==> src/rtl/core/utsc_pkg.sv <==
// package for the uri template syntax checker
// holds the parse phase type, the byte class record and the status codes
// no dependencies
package utsc_pkg;

   localparam int unsigned QUEUE_DEPTH = 4;

   typedef enum logic [3:0] {
      PH_LIT      = 4'd0,
      PH_LIT_PCT  = 4'd1,
      PH_LIT_UTF8 = 4'd2,
      PH_OPEN     = 4'd3,
      PH_VSTART   = 4'd4,
      PH_NAME     = 4'd5,
      PH_DOT      = 4'd6,
      PH_VAR_PCT  = 4'd7,
      PH_COLON    = 4'd8,
      PH_DIGITS   = 4'd9,
      PH_EXPLODE  = 4'd10
   } phase_type;

   localparam logic [1:0] STATUS_FINE    = 2'd0;
   localparam logic [1:0] STATUS_ERROR   = 2'd1;
   localparam logic [1:0] STATUS_VALID   = 2'd2;
   localparam logic [1:0] STATUS_INVALID = 2'd3;

   localparam logic [2:0] BOUNDS_80_BF = 3'd0;
   localparam logic [2:0] BOUNDS_A0_BF = 3'd1;
   localparam logic [2:0] BOUNDS_80_9F = 3'd2;
   localparam logic [2:0] BOUNDS_90_BF = 3'd3;
   localparam logic [2:0] BOUNDS_80_8F = 3'd4;

   localparam logic [7:0] CH_LBRACE = 8'h7B;
   localparam logic [7:0] CH_RBRACE = 8'h7D;
   localparam logic [7:0] CH_PCT    = 8'h25;
   localparam logic [7:0] CH_STAR   = 8'h2A;
   localparam logic [7:0] CH_COLON  = 8'h3A;
   localparam logic [7:0] CH_DOT    = 8'h2E;
   localparam logic [7:0] CH_COMMA  = 8'h2C;

   typedef struct packed {
      logic       end_mark;
      logic       lbrace;
      logic       rbrace;
      logic       pct;
      logic       star;
      logic       colon;
      logic       dot;
      logic       comma;
      logic       dig;
      logic       dig19;
      logic       hexd;
      logic       vchar;
      logic       op;
      logic       lit;
      logic [1:0] lead_len;
      logic [2:0] lead_bounds;
      logic       cont_80_bf;
      logic       cont_a0_bf;
      logic       cont_80_9f;
      logic       cont_90_bf;
      logic       cont_80_8f;
   } class_type;

endpackage

==> src/rtl/core/utsc_back.sv <==
// back end: grammar state machine and result register
// depends on utsc_pkg
module utsc_back (
   input  logic                clock,
   input  logic                reset,
   input  logic                q_valid,
   input  utsc_pkg::class_type q_item,
   output logic                q_read,
   output logic                rsp_empty,
   input  logic                rsp_pop,
   output logic [1:0]          rsp_status
);
   import utsc_pkg::*;

   phase_type  phase_ff, phase_in;
   logic [1:0] hex_left_ff, hex_left_in;
   logic [1:0] utf8_left_ff, utf8_left_in;
   logic [2:0] bounds_ff, bounds_in;
   logic [2:0] digit_count_ff, digit_count_in;
   logic       error_seen_ff, error_seen_in;
   logic       out_valid_ff, out_valid_in;
   logic [1:0] status_ff, status_in;
   logic       step, ok, cont_ok;
   logic [1:0] hex_dec, utf8_dec;
   class_type  it;

   assign it        = q_item;
   assign step      = q_valid && (!out_valid_ff || rsp_pop);
   assign q_read    = step;
   assign rsp_empty = !out_valid_ff;
   assign rsp_status = status_ff;
   assign hex_dec   = hex_left_ff - 1'b1;
   assign utf8_dec  = utf8_left_ff - 1'b1;

   always_comb begin
      unique case (bounds_ff)
         BOUNDS_A0_BF: cont_ok = it.cont_a0_bf;
         BOUNDS_80_9F: cont_ok = it.cont_80_9f;
         BOUNDS_90_BF: cont_ok = it.cont_90_bf;
         BOUNDS_80_8F: cont_ok = it.cont_80_8f;
         default:      cont_ok = it.cont_80_bf;
      endcase
   end

   always_comb begin
      phase_in       = phase_ff;
      hex_left_in    = hex_left_ff;
      utf8_left_in   = utf8_left_ff;
      bounds_in      = bounds_ff;
      digit_count_in = digit_count_ff;
      ok             = 1'b0;
      unique case (phase_ff)
         PH_LIT: begin
            priority if (it.lbrace) begin
               ok = 1'b1; phase_in = PH_OPEN;
            end else if (it.pct) begin
               ok = 1'b1; hex_left_in = 2'd2; phase_in = PH_LIT_PCT;
            end else if (it.lit) begin
               ok = 1'b1;
            end else if (it.lead_len != 2'd0) begin
               ok = 1'b1; utf8_left_in = it.lead_len; bounds_in = it.lead_bounds;
               phase_in = PH_LIT_UTF8;
            end else begin
               ok = 1'b0;
            end
         end
         PH_LIT_PCT, PH_VAR_PCT: begin
            if (it.hexd) begin
               ok = 1'b1;
               hex_left_in = hex_dec;
               if (hex_dec == 2'd0) begin
                  phase_in = (phase_ff == PH_LIT_PCT) ? PH_LIT : PH_NAME;
               end
            end
         end
         PH_LIT_UTF8: begin
            if (cont_ok) begin
               ok = 1'b1;
               bounds_in = BOUNDS_80_BF;
               utf8_left_in = utf8_dec;
               if (utf8_dec == 2'd0) begin
                  phase_in = PH_LIT;
               end
            end
         end
         PH_OPEN, PH_VSTART, PH_DOT, PH_NAME: begin
            priority if ((phase_ff == PH_OPEN) && it.op) begin
               ok = 1'b1; phase_in = PH_VSTART;
            end else if ((phase_ff == PH_NAME) && it.dot) begin
               ok = 1'b1; phase_in = PH_DOT;
            end else if ((phase_ff == PH_NAME) && it.star) begin
               ok = 1'b1; phase_in = PH_EXPLODE;
            end else if ((phase_ff == PH_NAME) && it.colon) begin
               ok = 1'b1; phase_in = PH_COLON;
            end else if (it.pct) begin
               ok = 1'b1; hex_left_in = 2'd2; phase_in = PH_VAR_PCT;
            end else if (it.vchar) begin
               ok = 1'b1; phase_in = PH_NAME;
            end else if ((phase_ff == PH_NAME) && it.comma) begin
               ok = 1'b1; phase_in = PH_VSTART;
            end else if ((phase_ff == PH_NAME) && it.rbrace) begin
               ok = 1'b1; phase_in = PH_LIT;
            end else begin
               ok = 1'b0;
            end
         end
         PH_COLON: begin
            if (it.dig19) begin
               ok = 1'b1; digit_count_in = 3'd1; phase_in = PH_DIGITS;
            end
         end
         PH_DIGITS, PH_EXPLODE: begin
            priority if ((phase_ff == PH_DIGITS) && it.dig) begin
               if (digit_count_ff < 3'd4) begin
                  ok = 1'b1; digit_count_in = digit_count_ff + 1'b1;
               end
            end else if (it.comma) begin
               ok = 1'b1; phase_in = PH_VSTART;
            end else if (it.rbrace) begin
               ok = 1'b1; phase_in = PH_LIT;
            end else begin
               ok = 1'b0;
            end
         end
         default: ok = 1'b0;
      endcase

      error_seen_in = error_seen_ff;
      out_valid_in  = out_valid_ff;
      status_in     = status_ff;
      if (out_valid_ff && rsp_pop) begin
         out_valid_in = 1'b0;
      end
      if (step) begin
         out_valid_in = 1'b1;
         if (it.end_mark) begin
            status_in      = (!error_seen_ff && (phase_ff == PH_LIT)) ? STATUS_VALID
                                                                      : STATUS_INVALID;
            phase_in       = PH_LIT;
            hex_left_in    = '0;
            utf8_left_in   = '0;
            bounds_in      = BOUNDS_80_BF;
            digit_count_in = '0;
            error_seen_in  = 1'b0;
         end else if (error_seen_ff || !ok) begin
            // the first bad byte and the bytes after it leave the state alone
            phase_in       = phase_ff;
            hex_left_in    = hex_left_ff;
            utf8_left_in   = utf8_left_ff;
            bounds_in      = bounds_ff;
            digit_count_in = digit_count_ff;
            error_seen_in  = 1'b1;
            status_in      = STATUS_ERROR;
         end else begin
            status_in      = STATUS_FINE;
         end
      end else begin
         phase_in       = phase_ff;
         hex_left_in    = hex_left_ff;
         utf8_left_in   = utf8_left_ff;
         bounds_in      = bounds_ff;
         digit_count_in = digit_count_ff;
      end
   end

   always_ff @(posedge clock) begin
      if (reset) begin
         phase_ff       <= PH_LIT;
         hex_left_ff    <= '0;
         utf8_left_ff   <= '0;
         bounds_ff      <= BOUNDS_80_BF;
         digit_count_ff <= '0;
         error_seen_ff  <= 1'b0;
         out_valid_ff   <= 1'b0;
      end else begin
         phase_ff       <= phase_in;
         hex_left_ff    <= hex_left_in;
         utf8_left_ff   <= utf8_left_in;
         bounds_ff      <= bounds_in;
         digit_count_ff <= digit_count_in;
         error_seen_ff  <= error_seen_in;
         out_valid_ff   <= out_valid_in;
      end
   end

   always_ff @(posedge clock) begin
      status_ff <= status_in;
   end

   a_end_clears: assert property (@(posedge clock) disable iff (reset)
      (step && it.end_mark) |=> (phase_ff == PH_LIT) && !error_seen_ff)
      else $error("end beat did not return parser to start");

   a_error_sticky: assert property (@(posedge clock) disable iff (reset)
      (step && error_seen_ff && !it.end_mark) |=> error_seen_ff && (status_ff == STATUS_ERROR))
      else $error("error flag dropped before end beat");

   a_hex_in_pct: assert property (@(posedge clock) disable iff (reset)
      (hex_left_ff != 2'd0) |-> ((phase_ff == PH_LIT_PCT) || (phase_ff == PH_VAR_PCT)))
      else $error("hex count live outside pct triple");

   a_step_fills: assert property (@(posedge clock) disable iff (reset)
      step |=> out_valid_ff)
      else $error("result lost after step");

endmodule

==> config.mk <==
export PLATFORM = sky130hd
export DESIGN_NAME = utsc_back
export DESIGN_NICKNAME = d
export VERILOG_FILES = /design/src/rtl/core/utsc_pkg.sv /design/src/rtl/core/utsc_back.sv
export SDC_FILE = /design/constraint.sdc
export NUM_CORES = 1
export LEC_CHECK = 0
export ABC_AREA = 1
export CORE_ASPECT_RATIO = 0.5
export CORE_MARGIN = 2
export CORE_UTILIZATION = 32
export DETAILED_ROUTE_END_ITERATION = 10
export DONT_BUFFER_PORTS = 1
export GPL_TIMING_DRIVEN = 0
export PLACE_DENSITY = 0.54
export SYNTH_ARGS = -nofsm -noshare
export SYNTH_HDL_FRONTEND = slang
export SYNTH_SLANG_ARGS = --single-unit
==> constraint.sdc <==
create_clock -name clock -period 3.7 [get_ports clock]
set_clock_uncertainty 0.2 [all_clocks]
set_input_delay 0.185 -clock clock [delete_from_list [all_inputs] [get_ports clock]]
set_output_delay 0.185 -clock clock [all_outputs]
set_load 0.005 [all_outputs]
==> reports/metrics.cfg <==
[outcome]
status = complete, no violations

[place]
portBuffers = 0
dpl.cell_count = 329
preCtsSetupSlack_ns = 1.32
dpl.hpwl_mm = 3.41
routabilityCongestion = 0.900

[floorplanning]
dieArea_um2 = 5490
start_util_pct = 34.3
rows = 17
ioPinCount = 32
fp.dieW_um = 103
core_um2 = 4550
die_h_um = 53.4

[yosys]
netlist_instances = 263
ys_seq_area_share_pct = 24.4
synth_fp_nets = 294
synth_seq_cells = 18
synthTopCellsByArea = dfxtp_1 21%, nand2_1 17%, nor2_1 12%
synth.top_cell.area_share_pct = 20.5
syn_area_per_cell_um2 = 5.94
synth_warnings = 0
synth.distinct_cells = 32
synth_area_um2 = 1560
synth_top_area_cell = dfxtp_1

[detailed_routing]
ant_nets = 0
routed_wl_mm = 4.31
vias = 1648
drt-pass1-iter-count = 4
viasPerCell = 4.85
wire_per_inst_um = 12.7
route.detailed.drc = 0
drtIter0Drc = 62

[sta]
hold_viol = 0
tightest_slew_ns = 0.896
drv_slew = 0
fin_crit_sh_pct = 64.0
relSlewSlack_pct = 40.2
setup_viol = 0
finalCriticalPeriod_ns = 2.37
rsz0062_at_grt = no
tns_ns = 0
fin_ws_ns = 1.33
holdWs_ns = 0.0102
fmax_mhz = 422

[finish]
drive_above_1_share_pct = 12.4
fill_cells = 522
antenna_cells = 0
nets = 306
areaGrowthSynthToFinish_pct = 13.3
multi_input_area_um2 = 1010
final-instance-count-excl-fill = 340
register_area_um2 = 380

[global_route]
antenna_found_initial = 0
track_usage_pct = 17.7
grt_pass1_vias = 1600
grt_pass1_wl_mm = 7.33
grt_max_degree = 11
grt.overflow.total = 0

[clocking]
clkLatencyLatePin_ns = 0.26
cts_buffers = 3
post_cts_resized = 0
cts_tree = built
clk_path_buf_depth = 2
root_buffer = clkbuf_8
htreeDepth = 1
clk_pin_slew_worst_paths_ns = 0.07
cts_sinks = 18
hold_buffers = 7
post-cts-setup-buffers = 0

[setup_path]
r2r_slack_ns = 1.33
critPathLaunchType = flop
crit_chain = a21oi_1 > o21ai_0 > nor2_1 > nand2_1 > nor2_2 > nand2_2 > o21ai_0 > nor2_1
critPathKind = flop to flop
cp.required_ns = 3.66
crit_slowest_cell = a21oi_1
crit_fanout = 8
cpPeakStageDelay_ns = 0.72
end_kind = flop
cp_data_arrival_time_ns = 2.33

[hold_path]
hp-class = input port to flop

[power_and_ir_drop]
vdd_drop_max_mv = 0.142
leakagePower_uw = 0.000861
powerDensity_nw_per_um2 = 572

[job]
drv_cap = 0

[synth_stat cells]
cell and instances:
nand2_1 70, nor2_1 48, inv_1 33, nand3_1 20
dfxtp_1 16, o21ai_0 13, a21oi_1 8, nand2_2 6
inv_2 5, nand3_2 5, nand4_1 4, nor2_2 4
nor3_1 4, ha_1 3, nor2_4 3, edfxtp_1 2
nand2_4 2, nand3b_1 2, o21ai_1 2, a21oi_2 1
a22o_1 1, a22oi_1 1, a31oi_1 1, buf_2 1
buf_8 1, clkbuf_1 1, clkinv_1 1, nand3_4 1
nor4_1 1, o211ai_1 1, o21a_1 1, o21ai_4 1
[report_power, final]
group	total [µW]	internal [µW]	switching, µW
Sequential	283	245	37.9
Combinational	561	192	370
Clock	167	94.8	72.5
Total	1010	531	480
[area by class of cell]
class                      count  area share, %
clock buffer                   4           3.11
inverter                      39           8.27
buffer                         3           1.34
multi-input combinational    203           57.1
tap                           66           4.67
timing repair buffer           7           3.96
sequential                    18           21.5
[worst max-delay path: cells and delay by family, from the launching register on]
kind / cells / cell delay [ns]
compound gates: 3 / 1.18
simple gates: 5 / 0.55
flops: 1 / 0.33
[cell usage in the layout (no fill, tap or decap), types with 5 or more instances in the layout]
| cell | Yosys | routed |
|---|---|---|
| dfxtp_1 | 16 | 16 |
| o21ai_0 | 13 | 13 |
| dlygate4sd3_1 | 0 | 7 |
| nand3_2 | 5 | 5 |
| inv_2 | 5 | 5 |
| a21oi_1 | 8 | 8 |
| nor2_1 | 48 | 48 |
| nand2_1 | 70 | 70 |
| nand3_1 | 20 | 20 |
| inv_1 | 33 | 33 |
| nand2_2 | 6 | 6 |
[worst paths after layout]
path | end | from | cells past startpoint
max | phase_ff[2]$_SDFFE_PP0P_ | out_valid_ff$_SDFFE_PP0P_ | 8
min | utf8_left_ff[1]$_SDFFE_PP0P_ | q_item[9] | 4
max reg2reg | phase_ff[2]$_SDFFE_PP0P_ | out_valid_ff$_SDFFE_PP0P_ | 8
min reg2reg | digit_count_ff[2]$_SDFFE_PP0P_ | digit_count_ff[2]$_SDFFE_PP0P_ | 2
[stage by stage]
stage / utilization, % / power [µW] / instance area, µm²
floorplan: - / 725 / 1560
global placement: 36.1 / 825 / 1640
detailed placement: 36.1 / 837 / 1640
CTS: 38.9 / 1020 / 1770
global route: 38.9 / 1110 / 1770
finish: 38.9 / 1010 / 1770
[metal layers]
layer | global-route usage [%] | vias to the layer above | wire [µm]
li1 | - | 858 | -
met1 | 22.7 | 753 | 2150
met2 | 30.1 | 33 | 1900
met3 | 4.76 | 4 | 223
met4 | 3.73 | 0 | 34
met5 | 0 | - | 0
[state kept, by name, summed over array words and instances (netlist names)]
| signal | cells |
|---|---|
| phase_ff | 4 |
| error_seen_ff | 1 |
| out_valid_ff | 1 |
| rsp_status | 2 |
| hex_left_ff | 2 |
| digit_count_ff | 3 |
| utf8_left_ff | 2 |
| bounds_ff | 3 |
[logic make-up (layout without fill, tap and decap cells)]
logic type,after synthesis,count (layout),share of synthesized area (%)
simple gates,170,170,51.0
buf+inv,42,53,10.9
compound gates,30,30,11.4
flops,18,18,24.4
fa+ha+maj,3,3,2.40
(Power assumes the default switching activity.)
